**src/sv/ctm_pkg.sv**
```systemverilog
// shared constants, codes and width helpers for the scalar to rgb colour map
// used by ctm_rem_pipe, ctm_div_pipe and scalar_to_rgb_colour_map, no dependencies
package ctm_pkg;

	localparam int SAMPLE_WIDTH    = 16;
	localparam int RANGE_WIDTH     = 16;
	localparam int CFG_WIDTH       = 16;
	localparam int CFG_INDEX_WIDTH = 2;
	localparam int MAP_WIDTH       = 3;
	localparam int SPAN_WIDTH      = RANGE_WIDTH + 1;
	localparam int LEVEL_WIDTH     = 8;
	localparam int DIVIDEND_WIDTH  = LEVEL_WIDTH + RANGE_WIDTH;
	localparam int REM_STEP        = 4;
	localparam int DIV_STEP        = 2;
	localparam int DIV_STAGES      = LEVEL_WIDTH / DIV_STEP;
	localparam int DIV_LATENCY     = DIV_STAGES + 1;
	localparam int SEG_WIDTH       = 3;

	// register indexes
	localparam logic [CFG_INDEX_WIDTH-1:0] REG_MAP_SELECT = 2'd0;
	localparam logic [CFG_INDEX_WIDTH-1:0] REG_REVERSE    = 2'd1;
	localparam logic [CFG_INDEX_WIDTH-1:0] REG_RANGE_LOW  = 2'd2;
	localparam logic [CFG_INDEX_WIDTH-1:0] REG_RANGE_HIGH = 2'd3;

	localparam logic signed [RANGE_WIDTH-1:0] RANGE_LOW_RESET  = 16'sd0;
	localparam logic signed [RANGE_WIDTH-1:0] RANGE_HIGH_RESET = 16'sd32767;

	// map codes
	localparam logic [MAP_WIDTH-1:0] MAP_JET     = 3'd0;
	localparam logic [MAP_WIDTH-1:0] MAP_HOT     = 3'd1;
	localparam logic [MAP_WIDTH-1:0] MAP_COLD    = 3'd2;
	localparam logic [MAP_WIDTH-1:0] MAP_GREY    = 3'd3;
	localparam logic [MAP_WIDTH-1:0] MAP_CYCLIC  = 3'd4;
	localparam logic [MAP_WIDTH-1:0] MAP_GENERAL = 3'd5;
	localparam logic [MAP_WIDTH-1:0] MAP_BLUE    = 3'd6;

	// segment codes of the piecewise maps
	localparam logic [SEG_WIDTH-1:0] SEG_BLACK = 3'd0;
	localparam logic [SEG_WIDTH-1:0] SEG_0     = 3'd1;
	localparam logic [SEG_WIDTH-1:0] SEG_1     = 3'd2;
	localparam logic [SEG_WIDTH-1:0] SEG_2     = 3'd3;
	localparam logic [SEG_WIDTH-1:0] SEG_3     = 3'd4;
	localparam logic [SEG_WIDTH-1:0] SEG_TOP   = 3'd5;

	localparam logic [LEVEL_WIDTH-1:0] LEVEL_MAX    = 8'd255;
	localparam logic [LEVEL_WIDTH-1:0] JET_BASE     = 8'd144;
	localparam logic [LEVEL_WIDTH-1:0] GENERAL_BASE = 8'd192;
	localparam logic [LEVEL_WIDTH-1:0] JET_SLOPE    = 8'd111;
	localparam logic [LEVEL_WIDTH-1:0] GENERAL_SLOPE = 8'd63;

	function automatic int ext_width(int sw);
		return (sw > RANGE_WIDTH) ? sw : RANGE_WIDTH;
	endfunction

	function automatic int value_width(int sw);
		return ext_width(sw) + 2;
	endfunction

	function automatic int rem_stages(int w);
		return (w + REM_STEP - 1) / REM_STEP;
	endfunction

endpackage

```
**src/sv/ctm_delay.sv**
```systemverilog
// delay line that carries valid bits and side data alongside the arithmetic units
// depends on nothing but its parameters
module ctm_delay #(
	parameter int WIDTH = 1,
	parameter int DEPTH = 1
) (
	input  logic             clk,
	input  logic             arst_n,
	input  logic             adv,
	input  logic [WIDTH-1:0] din,
	output logic [WIDTH-1:0] dout
);

	logic [WIDTH-1:0] line_q [0:DEPTH-1];

	always_ff @(posedge clk or negedge arst_n) begin
		if (!arst_n) begin
			for (int k = 0; k < DEPTH; k++) begin
				line_q[k] <= '0;
			end
		end else if (adv) begin
			line_q[0] <= din;
			for (int k = 1; k < DEPTH; k++) begin
				line_q[k] <= line_q[k-1];
			end
		end
	end

	assign dout = line_q[DEPTH-1];

endmodule

```
**src/sv/ctm_rem_pipe.sv**
```systemverilog
// pipelined remainder of a signed value by the span, magnitude and sign kept apart
// uses ctm_pkg for widths and the bits handled per stage
module ctm_rem_pipe #(
	parameter int VALUE_WIDTH = ctm_pkg::value_width(ctm_pkg::SAMPLE_WIDTH)
) (
	input  logic                            clk,
	input  logic                            adv,
	input  logic signed [VALUE_WIDTH-1:0]   value,
	input  logic [ctm_pkg::SPAN_WIDTH-1:0]  divisor,
	output logic [ctm_pkg::SPAN_WIDTH-1:0]  rem,
	output logic                            neg
);

	localparam int STAGES    = ctm_pkg::rem_stages(VALUE_WIDTH);
	localparam int PAD_WIDTH = STAGES * ctm_pkg::REM_STEP;
	localparam int SW        = ctm_pkg::SPAN_WIDTH;

	logic [PAD_WIDTH-1:0] mag_q [0:STAGES];
	logic [SW-1:0]        rem_q [0:STAGES];
	logic                 neg_q [0:STAGES];
	logic [PAD_WIDTH-1:0] mag_d [0:STAGES-1];
	logic [SW-1:0]        rem_d [0:STAGES-1];
	logic [VALUE_WIDTH-1:0] mag_in;

	assign mag_in = value[VALUE_WIDTH-1] ? (~value + 1'b1) : value;

	// restoring steps, msb first, remainder always below the span
	always_comb begin
		logic [PAD_WIDTH-1:0] m;
		logic [SW-1:0]        r;
		logic [SW:0]          x;
		for (int k = 0; k < STAGES; k++) begin
			m = mag_q[k];
			r = rem_q[k];
			for (int j = 0; j < ctm_pkg::REM_STEP; j++) begin
				x = {r, m[PAD_WIDTH-1]};
				m = m << 1;
				if (x >= {1'b0, divisor}) begin
					x = x - {1'b0, divisor};
				end
				r = x[SW-1:0];
			end
			mag_d[k] = m;
			rem_d[k] = r;
		end
	end

	always_ff @(posedge clk) begin
		if (adv) begin
			mag_q[0] <= PAD_WIDTH'(mag_in);
			rem_q[0] <= '0;
			neg_q[0] <= value[VALUE_WIDTH-1];
			for (int k = 0; k < STAGES; k++) begin
				mag_q[k+1] <= mag_d[k];
				rem_q[k+1] <= rem_d[k];
				neg_q[k+1] <= neg_q[k];
			end
		end
	end

	assign rem = rem_q[STAGES];
	assign neg = neg_q[STAGES];

endmodule

```
**src/sv/ctm_div_pipe.sv**
```systemverilog
// pipelined level divider: floor(dividend / span) for quotients of eight bits
// uses ctm_pkg for widths and the quotient bits per stage
module ctm_div_pipe (
	input  logic                               clk,
	input  logic                               adv,
	input  logic [ctm_pkg::DIVIDEND_WIDTH-1:0] dividend,
	input  logic [ctm_pkg::SPAN_WIDTH-1:0]     divisor,
	output logic [ctm_pkg::LEVEL_WIDTH-1:0]    quotient
);

	localparam int N  = ctm_pkg::DIV_STAGES;
	localparam int DW = ctm_pkg::DIVIDEND_WIDTH;
	localparam int LW = ctm_pkg::LEVEL_WIDTH;
	localparam int EW = DW + 1;

	logic [DW-1:0] d_q [0:N];
	logic [LW-1:0] q_q [0:N];
	logic [DW-1:0] d_d [0:N-1];
	logic [LW-1:0] q_d [0:N-1];

	// dividend is below 256 times the span, so eight restoring steps suffice
	always_comb begin
		logic [DW-1:0] d;
		logic [LW-1:0] q;
		logic [EW-1:0] ext;
		for (int k = 0; k < N; k++) begin
			d = d_q[k];
			q = q_q[k];
			for (int j = 0; j < ctm_pkg::DIV_STEP; j++) begin
				ext = EW'(divisor) << (LW - 1 - k * ctm_pkg::DIV_STEP - j);
				if ({1'b0, d} >= ext) begin
					d = d - ext[DW-1:0];
					q = {q[LW-2:0], 1'b1};
				end else begin
					q = {q[LW-2:0], 1'b0};
				end
			end
			d_d[k] = d;
			q_d[k] = q;
		end
	end

	always_ff @(posedge clk) begin
		if (adv) begin
			d_q[0] <= dividend;
			q_q[0] <= '0;
			for (int k = 0; k < N; k++) begin
				d_q[k+1] <= d_d[k];
				q_q[k+1] <= q_d[k];
			end
		end
	end

	assign quotient = q_q[N];

endmodule

```
**src/sv/scalar_to_rgb_colour_map.sv**
```systemverilog
// throughput: one item per cycle unless out_stall holds a full output register; the depth
// from accepted sample to pixel follows from the remainder pipeline (four bits per stage)
// and the level dividers (two quotient bits per stage)
// reset: map jet, no mirror, range 0..32767, pipeline empty
// uses ctm_pkg, ctm_delay, ctm_rem_pipe and ctm_div_pipe
module scalar_to_rgb_colour_map #(
	parameter int SAMPLE_WIDTH = ctm_pkg::SAMPLE_WIDTH
) (
	input  logic                                 clk,
	input  logic                                 arst_n,
	input  logic                                 cfg_write,
	input  logic [ctm_pkg::CFG_INDEX_WIDTH-1:0]  cfg_index,
	input  logic [ctm_pkg::CFG_WIDTH-1:0]        cfg_data,
	input  logic                                 in_valid,
	output logic                                 in_stall,
	input  logic signed [SAMPLE_WIDTH-1:0]       sample,
	output logic                                 out_valid,
	input  logic                                 out_stall,
	output logic [ctm_pkg::LEVEL_WIDTH-1:0]      red,
	output logic [ctm_pkg::LEVEL_WIDTH-1:0]      green,
	output logic [ctm_pkg::LEVEL_WIDTH-1:0]      blue,
	output logic                                 range_error
);

	localparam int XW      = ctm_pkg::ext_width(SAMPLE_WIDTH) + 1;
	localparam int VW      = ctm_pkg::value_width(SAMPLE_WIDTH);
	localparam int TW      = VW + 2;
	localparam int REM_LAT = ctm_pkg::rem_stages(VW) + 1;
	localparam int SPW     = ctm_pkg::SPAN_WIDTH;
	localparam int LW      = ctm_pkg::LEVEL_WIDTH;
	localparam int DW      = ctm_pkg::DIVIDEND_WIDTH;
	localparam int SGW     = ctm_pkg::SEG_WIDTH;

	typedef struct packed {
		logic neg;
		logic zero;
		logic lt1;
		logic gt2;
		logic lt3_1;
		logic lt3_2;
		logic lt4_1;
		logic lt4_2;
		logic lt4_3;
	} flags_t;

	logic [ctm_pkg::MAP_WIDTH-1:0]          map_select_q;
	logic                                   reverse_q;
	logic signed [ctm_pkg::RANGE_WIDTH-1:0] range_low_q;
	logic signed [ctm_pkg::RANGE_WIDTH-1:0] range_high_q;

	logic signed [SPW-1:0] span_full;
	logic [SPW-1:0]        span_u;
	logic                  span_err;
	logic signed [TW-1:0]  s1x;
	logic signed [TW-1:0]  s2x;
	logic signed [TW-1:0]  s3x;
	logic                  adv;

	always_ff @(posedge clk or negedge arst_n) begin
		if (!arst_n) begin
			map_select_q <= ctm_pkg::MAP_JET;
			reverse_q    <= 1'b0;
			range_low_q  <= ctm_pkg::RANGE_LOW_RESET;
			range_high_q <= ctm_pkg::RANGE_HIGH_RESET;
		end else if (cfg_write) begin
			case (cfg_index)
				ctm_pkg::REG_MAP_SELECT: map_select_q <= cfg_data[ctm_pkg::MAP_WIDTH-1:0];
				ctm_pkg::REG_REVERSE:    reverse_q    <= cfg_data[0];
				ctm_pkg::REG_RANGE_LOW:  range_low_q  <= cfg_data;
				ctm_pkg::REG_RANGE_HIGH: range_high_q <= cfg_data;
				default: ;
			endcase
		end
	end

	assign span_full = SPW'(range_high_q) - SPW'(range_low_q);
	assign span_err  = span_full[SPW-1] || (span_full == '0);
	assign span_u    = span_full;
	assign s1x       = TW'(span_u);
	assign s2x       = s1x <<< 1;
	assign s3x       = s1x + s2x;

	// whole pipe moves together whenever the output register can take an item
	assign adv      = !out_valid || !out_stall;
	assign in_stall = !adv;

	// s1: offset by range low
	logic                 valid_s1;
	logic signed [XW-1:0] v_s1;
	// s2: mirror within the span
	logic                 valid_s2;
	logic signed [VW-1:0] vm_s2;

	always_ff @(posedge clk or negedge arst_n) begin
		if (!arst_n) begin
			valid_s1 <= 1'b0;
			valid_s2 <= 1'b0;
		end else if (adv) begin
			valid_s1 <= in_valid;
			valid_s2 <= valid_s1;
		end
	end

	always_ff @(posedge clk) begin
		if (adv) begin
			v_s1  <= XW'(sample) - XW'(range_low_q);
			vm_s2 <= reverse_q ? (VW'(span_full) - VW'(v_s1)) : VW'(v_s1);
		end
	end

	// wrap for the cyclic map, value carried alongside
	logic [SPW-1:0]       rem_r;
	logic                 neg_r;
	logic                 valid_r;
	logic signed [VW-1:0] vm_r;

	ctm_rem_pipe #(.VALUE_WIDTH(VW)) u_rem (
		.clk     (clk),
		.adv     (adv),
		.value   (vm_s2),
		.divisor (span_u),
		.rem     (rem_r),
		.neg     (neg_r)
	);

	ctm_delay #(.WIDTH(VW + 1), .DEPTH(REM_LAT)) u_rem_dly (
		.clk    (clk),
		.arst_n (arst_n),
		.adv    (adv),
		.din    ({valid_s2, vm_s2}),
		.dout   ({valid_r, vm_r})
	);

	logic [SPW-1:0] wrapped;
	assign wrapped = (neg_r && (rem_r != '0)) ? (span_u - rem_r) : rem_r;

	// s3: effective value, s4: segment tests, s5: segment and numerators
	logic                 valid_s3;
	logic signed [VW-1:0] veff_s3;
	logic                 valid_s4;
	flags_t               flags_s4;
	logic signed [TW-1:0] v_s4;
	logic signed [TW-1:0] t2_s4;
	logic signed [TW-1:0] t3_s4;
	logic signed [TW-1:0] t4_s4;
	logic                 valid_s5;
	logic [SGW-1:0]       seg_s5;
	logic [SPW-1:0]       num_a_s5;
	logic [SPW-1:0]       num_b_s5;
	logic [SPW-1:0]       num_c_s5;
	logic                 up_s5;
	logic                 k111_s5;

	logic signed [TW-1:0] vx;
	logic signed [TW-1:0] t2;
	logic signed [TW-1:0] t3;
	logic signed [TW-1:0] t4;
	flags_t               flags;

	assign vx = TW'(veff_s3);
	assign t2 = vx <<< 1;
	assign t4 = vx <<< 2;
	assign t3 = vx + t2;

	always_comb begin
		flags.neg   = veff_s3[VW-1];
		flags.zero  = (veff_s3 == '0);
		flags.lt1   = vx < s1x;
		flags.gt2   = t2 > s1x;
		flags.lt3_1 = t3 < s1x;
		flags.lt3_2 = t3 < s2x;
		flags.lt4_1 = t4 < s1x;
		flags.lt4_2 = t4 < s2x;
		flags.lt4_3 = t4 < s3x;
	end

	logic [SGW-1:0]       seg;
	logic signed [TW-1:0] pick_t;
	logic [1:0]           pick_k;
	logic                 up;
	logic                 k111;
	logic signed [TW-1:0] pick_ks;
	logic signed [TW-1:0] num_full;
	logic signed [TW-1:0] num_c_full;

	always_comb begin
		seg    = ctm_pkg::SEG_BLACK;
		pick_t = v_s4;
		pick_k = 2'd0;
		up     = 1'b0;
		k111   = 1'b0;
		case (map_select_q)
			ctm_pkg::MAP_JET: begin
				pick_t = t4_s4;
				if (flags_s4.neg) begin
					seg = ctm_pkg::SEG_BLACK;
				end else if (flags_s4.lt4_1) begin
					seg  = ctm_pkg::SEG_0;
					k111 = 1'b1;
				end else if (flags_s4.lt4_2) begin
					seg    = ctm_pkg::SEG_1;
					pick_k = 2'd1;
				end else if (flags_s4.lt4_3) begin
					seg    = ctm_pkg::SEG_2;
					pick_k = 2'd2;
				end else if (flags_s4.lt1) begin
					seg    = ctm_pkg::SEG_3;
					pick_k = 2'd3;
					up     = 1'b1;
				end else begin
					seg = ctm_pkg::SEG_TOP;
				end
			end
			ctm_pkg::MAP_HOT, ctm_pkg::MAP_COLD, ctm_pkg::MAP_CYCLIC: begin
				pick_t = t3_s4;
				if (flags_s4.neg) begin
					seg = ctm_pkg::SEG_BLACK;
				end else if (flags_s4.lt3_1) begin
					seg = ctm_pkg::SEG_0;
					up  = (map_select_q == ctm_pkg::MAP_CYCLIC);
				end else if (flags_s4.lt3_2) begin
					seg    = ctm_pkg::SEG_1;
					pick_k = 2'd1;
				end else if (flags_s4.lt1) begin
					seg    = ctm_pkg::SEG_2;
					pick_k = 2'd2;
				end else begin
					seg = ctm_pkg::SEG_TOP;
				end
			end
			ctm_pkg::MAP_GREY: begin
				if (flags_s4.neg || flags_s4.zero) begin
					seg = ctm_pkg::SEG_BLACK;
				end else if (!flags_s4.lt1) begin
					seg = ctm_pkg::SEG_TOP;
				end else begin
					seg = ctm_pkg::SEG_0;
				end
			end
			ctm_pkg::MAP_GENERAL: begin
				if (flags_s4.neg || flags_s4.zero) begin
					seg = ctm_pkg::SEG_BLACK;
				end else if (!flags_s4.lt1) begin
					seg = ctm_pkg::SEG_TOP;
				end else if (flags_s4.gt2) begin
					seg = ctm_pkg::SEG_1;
				end else begin
					seg = ctm_pkg::SEG_0;
				end
			end
			ctm_pkg::MAP_BLUE: begin
				if (flags_s4.neg) begin
					seg = ctm_pkg::SEG_BLACK;
				end else if (flags_s4.lt1) begin
					seg = ctm_pkg::SEG_0;
				end else begin
					seg = ctm_pkg::SEG_TOP;
				end
			end
			default: seg = ctm_pkg::SEG_BLACK;
		endcase
	end

	always_comb begin
		case (pick_k)
			2'd0:    pick_ks = '0;
			2'd1:    pick_ks = s1x;
			2'd2:    pick_ks = s2x;
			default: pick_ks = s3x;
		endcase
	end

	assign num_full   = pick_t - pick_ks;
	assign num_c_full = t2_s4 - s1x;

	always_ff @(posedge clk or negedge arst_n) begin
		if (!arst_n) begin
			valid_s3 <= 1'b0;
			valid_s4 <= 1'b0;
			valid_s5 <= 1'b0;
		end else if (adv) begin
			valid_s3 <= valid_r;
			valid_s4 <= valid_s3;
			valid_s5 <= valid_s4;
		end
	end

	always_ff @(posedge clk) begin
		if (adv) begin
			veff_s3  <= (map_select_q == ctm_pkg::MAP_CYCLIC) ? VW'(wrapped) : vm_r;
			flags_s4 <= flags;
			v_s4     <= vx;
			t2_s4    <= t2;
			t3_s4    <= t3;
			t4_s4    <= t4;
			seg_s5   <= seg;
			num_a_s5 <= num_full[SPW-1:0];
			num_b_s5 <= v_s4[SPW-1:0];
			num_c_s5 <= num_c_full[SPW-1:0];
			up_s5    <= up;
			k111_s5  <= k111;
		end
	end

	// dividends for the three level dividers
	logic [DW-1:0] div_a;
	logic [DW-1:0] div_b;
	logic [DW-1:0] div_c;
	logic [DW-1:0] round_a;

	assign round_a = up_s5 ? (DW'(span_u) - DW'(1'b1)) : '0;
	assign div_a   = (k111_s5 ? DW'(num_a_s5) * DW'(ctm_pkg::JET_SLOPE)
	                          : DW'(num_a_s5) * DW'(ctm_pkg::LEVEL_MAX)) + round_a;
	assign div_b   = DW'(num_b_s5) * DW'(ctm_pkg::GENERAL_SLOPE);
	assign div_c   = DW'(num_c_s5) * DW'(ctm_pkg::LEVEL_MAX);

	logic [LW-1:0]  qa;
	logic [LW-1:0]  qb;
	logic [LW-1:0]  qc;
	logic           valid_d;
	logic [SGW-1:0] seg_d;

	ctm_div_pipe u_div_a (
		.clk (clk), .adv (adv), .dividend (div_a), .divisor (span_u), .quotient (qa)
	);

	ctm_div_pipe u_div_b (
		.clk (clk), .adv (adv), .dividend (div_b), .divisor (span_u), .quotient (qb)
	);

	ctm_div_pipe u_div_c (
		.clk (clk), .adv (adv), .dividend (div_c), .divisor (span_u), .quotient (qc)
	);

	ctm_delay #(.WIDTH(SGW + 1), .DEPTH(ctm_pkg::DIV_LATENCY)) u_div_dly (
		.clk    (clk),
		.arst_n (arst_n),
		.adv    (adv),
		.din    ({valid_s5, seg_s5}),
		.dout   ({valid_d, seg_d})
	);

	// pixel assembly
	logic [LW-1:0] r_c;
	logic [LW-1:0] g_c;
	logic [LW-1:0] b_c;
	logic [LW-1:0] hr;
	logic [LW-1:0] hg;
	logic [LW-1:0] hb;

	always_comb begin
		hr = '0;
		hg = '0;
		hb = '0;
		case (seg_d)
			ctm_pkg::SEG_0: hr = qa;
			ctm_pkg::SEG_1: begin
				hr = ctm_pkg::LEVEL_MAX;
				hg = qa;
			end
			ctm_pkg::SEG_2: begin
				hr = ctm_pkg::LEVEL_MAX;
				hg = ctm_pkg::LEVEL_MAX;
				hb = qa;
			end
			ctm_pkg::SEG_TOP: begin
				hr = ctm_pkg::LEVEL_MAX;
				hg = ctm_pkg::LEVEL_MAX;
				hb = ctm_pkg::LEVEL_MAX;
			end
			default: ;
		endcase
	end

	always_comb begin
		r_c = '0;
		g_c = '0;
		b_c = '0;
		case (map_select_q)
			ctm_pkg::MAP_JET: begin
				case (seg_d)
					ctm_pkg::SEG_0: b_c = ctm_pkg::JET_BASE + qa;
					ctm_pkg::SEG_1: begin
						g_c = qa;
						b_c = ctm_pkg::LEVEL_MAX;
					end
					ctm_pkg::SEG_2: begin
						r_c = qa;
						g_c = ctm_pkg::LEVEL_MAX;
						b_c = ~qa;
					end
					ctm_pkg::SEG_3: begin
						r_c = ctm_pkg::LEVEL_MAX;
						g_c = ~qa;
					end
					ctm_pkg::SEG_TOP: r_c = ctm_pkg::LEVEL_MAX;
					default: ;
				endcase
			end
			ctm_pkg::MAP_HOT: begin
				r_c = hr;
				g_c = hg;
				b_c = hb;
			end
			ctm_pkg::MAP_COLD: begin
				r_c = hb;
				g_c = hg;
				b_c = hr;
			end
			ctm_pkg::MAP_GREY: begin
				case (seg_d)
					ctm_pkg::SEG_0: begin
						r_c = qa;
						g_c = qa;
						b_c = qa;
					end
					ctm_pkg::SEG_TOP: begin
						r_c = ctm_pkg::LEVEL_MAX;
						g_c = ctm_pkg::LEVEL_MAX;
						b_c = ctm_pkg::LEVEL_MAX;
					end
					default: ;
				endcase
			end
			ctm_pkg::MAP_CYCLIC: begin
				case (seg_d)
					ctm_pkg::SEG_0: begin
						r_c = ~qa;
						b_c = qa;
					end
					ctm_pkg::SEG_1: begin
						g_c = qa;
						b_c = ~qa;
					end
					ctm_pkg::SEG_2: begin
						r_c = qa;
						g_c = ~qa;
					end
					default: ;
				endcase
			end
			ctm_pkg::MAP_GENERAL: begin
				case (seg_d)
					ctm_pkg::SEG_0: begin
						r_c = ctm_pkg::GENERAL_BASE + qb;
						g_c = qa;
					end
					ctm_pkg::SEG_1: begin
						r_c = ctm_pkg::GENERAL_BASE + qb;
						g_c = qa;
						b_c = qc;
					end
					ctm_pkg::SEG_TOP: begin
						r_c = ctm_pkg::LEVEL_MAX;
						g_c = ctm_pkg::LEVEL_MAX;
						b_c = ctm_pkg::LEVEL_MAX;
					end
					default: ;
				endcase
			end
			ctm_pkg::MAP_BLUE: begin
				case (seg_d)
					ctm_pkg::SEG_0:   b_c = qa;
					ctm_pkg::SEG_TOP: b_c = ctm_pkg::LEVEL_MAX;
					default: ;
				endcase
			end
			default: ;
		endcase
		// empty or reversed range gives black whatever the map
		if (span_err) begin
			r_c = '0;
			g_c = '0;
			b_c = '0;
		end
	end

	logic          valid_s7;
	logic [LW-1:0] red_s7;
	logic [LW-1:0] green_s7;
	logic [LW-1:0] blue_s7;
	logic          err_s7;

	always_ff @(posedge clk or negedge arst_n) begin
		if (!arst_n) begin
			valid_s7 <= 1'b0;
		end else if (adv) begin
			valid_s7 <= valid_d;
		end
	end

	always_ff @(posedge clk) begin
		if (adv) begin
			red_s7   <= r_c;
			green_s7 <= g_c;
			blue_s7  <= b_c;
			err_s7   <= span_err;
		end
	end

	assign out_valid   = valid_s7;
	assign red         = red_s7;
	assign green       = green_s7;
	assign blue        = blue_s7;
	assign range_error = err_s7;

endmodule
```
**config.mk**
```make
export PLATFORM = sky130hd
export DESIGN_NAME = scalar_to_rgb_colour_map
export DESIGN_NICKNAME = d
export VERILOG_FILES = /design/src/sv/ctm_pkg.sv /design/src/sv/ctm_delay.sv /design/src/sv/ctm_rem_pipe.sv /design/src/sv/ctm_div_pipe.sv /design/src/sv/scalar_to_rgb_colour_map.sv
export SDC_FILE = /design/constraint.sdc
export NUM_CORES = 2
export LEC_CHECK = 0
export ABC_AREA = 1
export BUFFER_PORTS_ARGS = -buffer_cell sky130_fd_sc_hd__buf_4
export CAP_MARGIN = 30
export CORE_MARGIN = 5
export CORE_UTILIZATION = 62
export DETAILED_ROUTE_END_ITERATION = 10
export PLACE_DENSITY = 0.74
export SYNTH_ARGS = -nofsm -noshare
export SYNTH_HDL_FRONTEND = slang
export SYNTH_SLANG_ARGS = --single-unit
```
**constraint.sdc**
```tcl
create_clock -name clk -period 25.5 [get_ports clk]
set_input_delay 1.275 -clock clk [delete_from_list [all_inputs] [get_ports clk]]
set_output_delay 1.275 -clock clk [all_outputs]
set_load 0.01 [all_outputs]
```
* Yosys cells after proc, flatten, opt, wreduce, memory -nomap -nowiden
Memory sizes are Yosys's and may differ from the RTL's.
Index checks and enable logic that the tools add are counted.
Widths: inputs -> output; s select.
** Cells by class
- Add/sub/neg operators :: 57
- $mul :: 4
- Magnitude comparators :: 51
- Equality and inequality tests :: 16
- Multiplexer cells :: 129
- Bitwise operators :: 3
- Reduce and logical (&&, ||, !) cells :: 25
** Operator list (number)
- $mux 24 :: 26
- $sub 17x17->17 :: 23
- $mux 17 :: 22
- $ge 18x17->1 :: 20
- $pmux 8 s2 :: 11
- $pmux 8 s6 :: 2
- $ge 24x17->1 :: 3
- $ge 24x18->1 :: 3
- $ge 24x19->1 :: 3
- $ge 24x20->1 :: 3
- $ge 24x21->1 :: 3
- $ge 24x22->1 :: 3
- $ge 24x23->1 :: 3
- $ge 24x24->1 :: 3
- $sub 24x17->24 :: 3
- $sub 24x18->24 :: 3
- $sub 24x19->24 :: 3
- $sub 24x20->24 :: 3
- $sub 24x21->24 :: 3
- $sub 24x22->24 :: 3
- $sub 24x23->24 :: 3
- $sub 24x24->24 :: 3
- $pmux 17 s3 :: 1
- $mul 17x8->24 const B :: 2
- 44 further kinds :: 130
** Storage, ports and cells
- Register bits :: 384
- RAM bits :: 708
- Bits of input ports :: 39
- Output and inout port bits :: 27
- Memories :: 9
** Memories
- u_div_a.d_q :: words 5, bits a word 24, read ports 4, clocked after Yosys merged registers in 0, wr ports 5, line ctm_div_pipe.sv:16 : logic [DW-1:0] d_q [0:N];
- u_div_b.d_q :: words 5, bits a word 24, read ports 4, clocked after Yosys merged registers in 0, wr ports 5, line ctm_div_pipe.sv:16
- u_div_c.d_q :: words 5, bits a word 24, read ports 4, clocked after Yosys merged registers in 0, wr ports 5, line ctm_div_pipe.sv:16
- u_rem.mag_q :: words 6, bits a word 20, read ports 5, clocked after Yosys merged registers in 0, wr ports 6, line ctm_rem_pipe.sv:18 : logic [PAD_WIDTH-1:0] mag_q [0:STAGES];
- u_rem.rem_q :: words 6, bits a word 17, read ports 6, clocked after Yosys merged registers in 0, wr ports 6, line ctm_rem_pipe.sv:19 : logic [SW-1:0] rem_q [0:STAGES];
- u_div_a.q_q :: words 5, bits a word 8, read ports 5, clocked after Yosys merged registers in 0, wr ports 5, line ctm_div_pipe.sv:17 : logic [LW-1:0] q_q [0:N];
- +3 memories

* Depth between registers and ports, before layout
- Depth after elaboration :: 9
- Depth in mapped cells :: 84
- Mapped depth without buffers :: 82

* Cells and area by module
A second synthesis with hierarchy kept.
** Second synthesis, totals
- Cell total of the unflattened synthesis :: 14062
- Area, all modules :: 100632.8 um^2
** Modules (own cells, without submodules)
- ctm_div_pipe :: instances 3, cells an instance 1840, area an instance 12876.1 um^2
- scalar_to_rgb_colour_map :: instances 1, cells an instance 4006, area an instance 31378.8 um^2
- ctm_rem_pipe :: instances 1, cells an instance 3946, area an instance 25363.1 um^2
- ctm_delay at u_rem_dly :: instances 1, cells an instance 501, area an instance 4465.5 um^2
- ctm_delay at u_div_dly :: instances 1, cells an instance 89, area an instance 797.0 um^2

* Least setup slack after synthesis
Ideal clock, no wire load.
- Path type :: in2reg
- Start :: input port out_stall
- End :: register blue_s7[0] (netlist: blue[0]), enable pin
- Library setup time :: 1299 ps
- Arrival time :: 19960 ps
- Data required time :: 24201 ps
- Setup slack :: 4241 ps
- Cell stages on the path :: 3
- Path buffers :: 2
- Path through :: nand2_1 > clkbuf_1 > clkbuf_1
** On the way
- Cells in the longest elaborated chain, start to end :: 2
** Ends and longest elaborated chain
- start, declared :: line scalar_to_rgb_colour_map.sv:18 : input logic out_stall,
- $logic_not 1->1 :: line scalar_to_rgb_colour_map.sv:84 : assign adv = !out_valid || !out_stall;
- $logic_or 1x1->1 :: line scalar_to_rgb_colour_map.sv:84
- end signal, assigned :: line scalar_to_rgb_colour_map.sv:496 : blue_s7 <= b_c;
- end, declared :: line scalar_to_rgb_colour_map.sv:481 : logic [LW-1:0] blue_s7;
Every way passes these cells.
A chain may end at the register's enable or synchronous reset.

==> qor.txt <==
Synth warnings -> 0
Final period util -> 0.533
Register Area -> 24600 sq um
Final wirelength -> 258 mm
CTS resizes -> 0
Setup violations, final -> 0
Die Footprint -> 151000 sq um
GP Congestion -> 0.997
Die Height -> 389 um
Ant diodes -> 0
Post-synth EDFFs -> 672
Distinct cells, synth -> 93
Crit path DAT -> 14.16 ns
CP max stage delay -> 0.54 ns
Post-Syn Instances -> 11226
Crit path max-delay family -> simple AND/OR/NAND/NOR gates
Cell Rows -> 139
Fin util -> 0.666
Largest net degree at the start of global routing -> 98
Vias -> 78033
Gr ovfl total -> 0
Total CTS buffers -> 99
Nets -> 12717
CTS Buffer Depth -> 3
Wire length per cell -> 19.4 um
CTS tree -> done
Avg Synthesized Cell Area -> 7.92 sq um
First DRT Iteration DRCs -> 6832
Outcome -> complete, no violations
Core area -> 143000 sq um
Relative slew slack -> 0.284
Yosys top cell area share -> 0.227
Vias in the first global route -> 74676
Boundary pin count -> 66
Final setup TNS -> 0 ns
Initial antenna violation count -> 1
Synth Register Bits -> 848
Max Slew Vio Count -> 0
FMAX -> 73.6 MHz
Placed cell count -> 13081
Post-synthesis sequential area ratio -> 0.277
Post-CTS setup buffers -> 0
CTS HTree Levels -> 3
First-pass GRT wire length -> 402 mm
Setup WS post-layout -> 11.91 ns
Hold_buf cts -> 0
Crit Path Max Fanout -> 31
Die Wd -> 389 um
Primary FF master, synth -> edfxtp_1
Port Buffers -> 65
Critical path's slowest cell -> nand2_1
Fraction of registers with async set/reset -> 0.208
Initial core utilization -> 0.622
Remaining DRCs -> 0
First-pass DRT Iterations -> 6
Hold Crit Depth -> 0
Tmin final -> 13.59 ns
Hold Vio Cnt, Final -> 0
CP most frequent cell -> nand2_1
Syn nets -> 12660
Syn-to-layout area delta -> 7.07%
Root Driver -> clkbuf_16
Critical path class -> reg2reg
Worst Path Buf+Inv -> 11
Clk sinks -> 848
CP Depth -> 68
Clk Latency, worst-skew pair -> 0.74 ns
Netlist Area Pre-Place -> 88900 sq um
Max-capacitance violation count -> 0
Reg2Reg Depth -> 68
Clock transition at path regs -> 0.06 ns
Clock Skews -> 0.0516 ns
Slew of the pin with the lowest slew margin -> 1.07 ns
Fraction of layout cells with a size suffix above 1 -> 0.0613
Top cell type by total area after synthesis -> edfxtp_1
Most frequent cells in the layout -> 2345 x nand2_1, 1450 x inv_1, 1110 x ha_1, 948 x a21oi_1, 926 x o21ai_0
RSZ-0062 raised after global routing -> no
CP startpoint kind -> flop
Required time of the worst setup path -> 26.07 ns
Area of the multi-input gates -> 57500 sq um
Fin cells -> 13273
Pre-CTS setup slack -> 12.13 ns
Total GRT Usage -> 0.332
HP Class -> reg2reg
Most common cell after layout, fill and taps aside -> nand2_1
Top post-synthesis cells by area -> edfxtp_1 23%, ha_1 16%, nand2_1 9.9%
Crit end category -> flop
Antenna Nets Post-Route -> 0
Via-per-instance ratio -> 5.88
HPWL Detailed -> 198 mm
# fillers -> 12127
## routing by layer
layer	wire length, um	GRT usage	vias up
li1	-	-	38124
met1	109000	0.439	36588
met2	118000	0.551	2735
met3	19000	0.0474	586
met4	11500	0.133	0
met5	0	0	-
## synth_stat cells, types with 81 or more instances
cell type  count
inv_1       1464
nand2_1     2347
o21ai_0      926
o21bai_1     105
dfrtp_1      161
nand4_1      109
a21oi_1      948
ha_1        1110
nor3_1        98
edfxtp_1     672
xor2_1       493
xnor2_1      269
o21ai_1      114
nor2_1       639
a31oi_1       84
nand2_2       81
fa_1         285
nand3_1      462
clkbuf_1     124
## area by class of cell
type / instances / area share
clock inverter: 71 / 0.00920
tap: 1903 / 0.0250
clock buffer: 117 / 0.0279
multi-input combinational: 8639 / 0.604
timing repair buffer: 166 / 0.0147
inverter: 1529 / 0.0606
sequential: 848 / 0.259
## per-stage QoR
step	hold WS [ns]	instance area, sq um
after global placement	0.401	91400
final	0.415	95200
after CTS	0.418	95000
after floorplan	0.400	88900
after global routing	0.423	95200
after detailed placement	0.405	91500
## cell families (layout without fill, tap and decap cells)
| family | count (synthesis) | in the layout | synth area share |
|---|---|---|---|
| xor gates and xnor gates | 765 | 765 | 0.0756 |
| AOI/OAI and AO/OA | 2500 | 2500 | 0.157 |
| DFF | 848 | 848 | 0.277 |
| muxes | 4 | 4 | 0.000451 |
| adders and majority gates | 1395 | 1395 | 0.220 |
| buffers and inverters | 1739 | 1883 | 0.0769 |
| and+or+nand+nor | 3975 | 3975 | 0.193 |
## flip-flops by register name, summed over array words and instances (netlist names), 20 cells and up
name,flops
u_rem_dly.line_q,95
u_div_b.d_q,95
u_div_b.q_q,20
u_div_c.q_q,20
u_div_c.d_q,96
u_rem.mag_q,58
u_div_a.q_q,20
u_rem.rem_q,85
u_div_a.d_q,96
## final timing paths
kind	startpoint	endpoint	slack, ns
setup / recovery	range_high_q[0]	u_rem.rem_q[3][1]	11.91
hold / removal	u_div_b.q_q[0][24]	u_div_b.q_q[0][34]	0.42
hold reg to reg	u_div_b.q_q[0][24]	u_div_b.q_q[0][34]	0.42
min in group asynchronous	arst_n	range_low_q[6]	0.62
setup reg to reg	range_high_q[0]	u_rem.rem_q[3][1]	11.91
max in group asynchronous	arst_n	u_rem_dly.line_q[55]	23.72
Power is left out: the tool's default activity adds up to more than one toggle a clock period on the data nets, which glitch-free logic cannot reach.
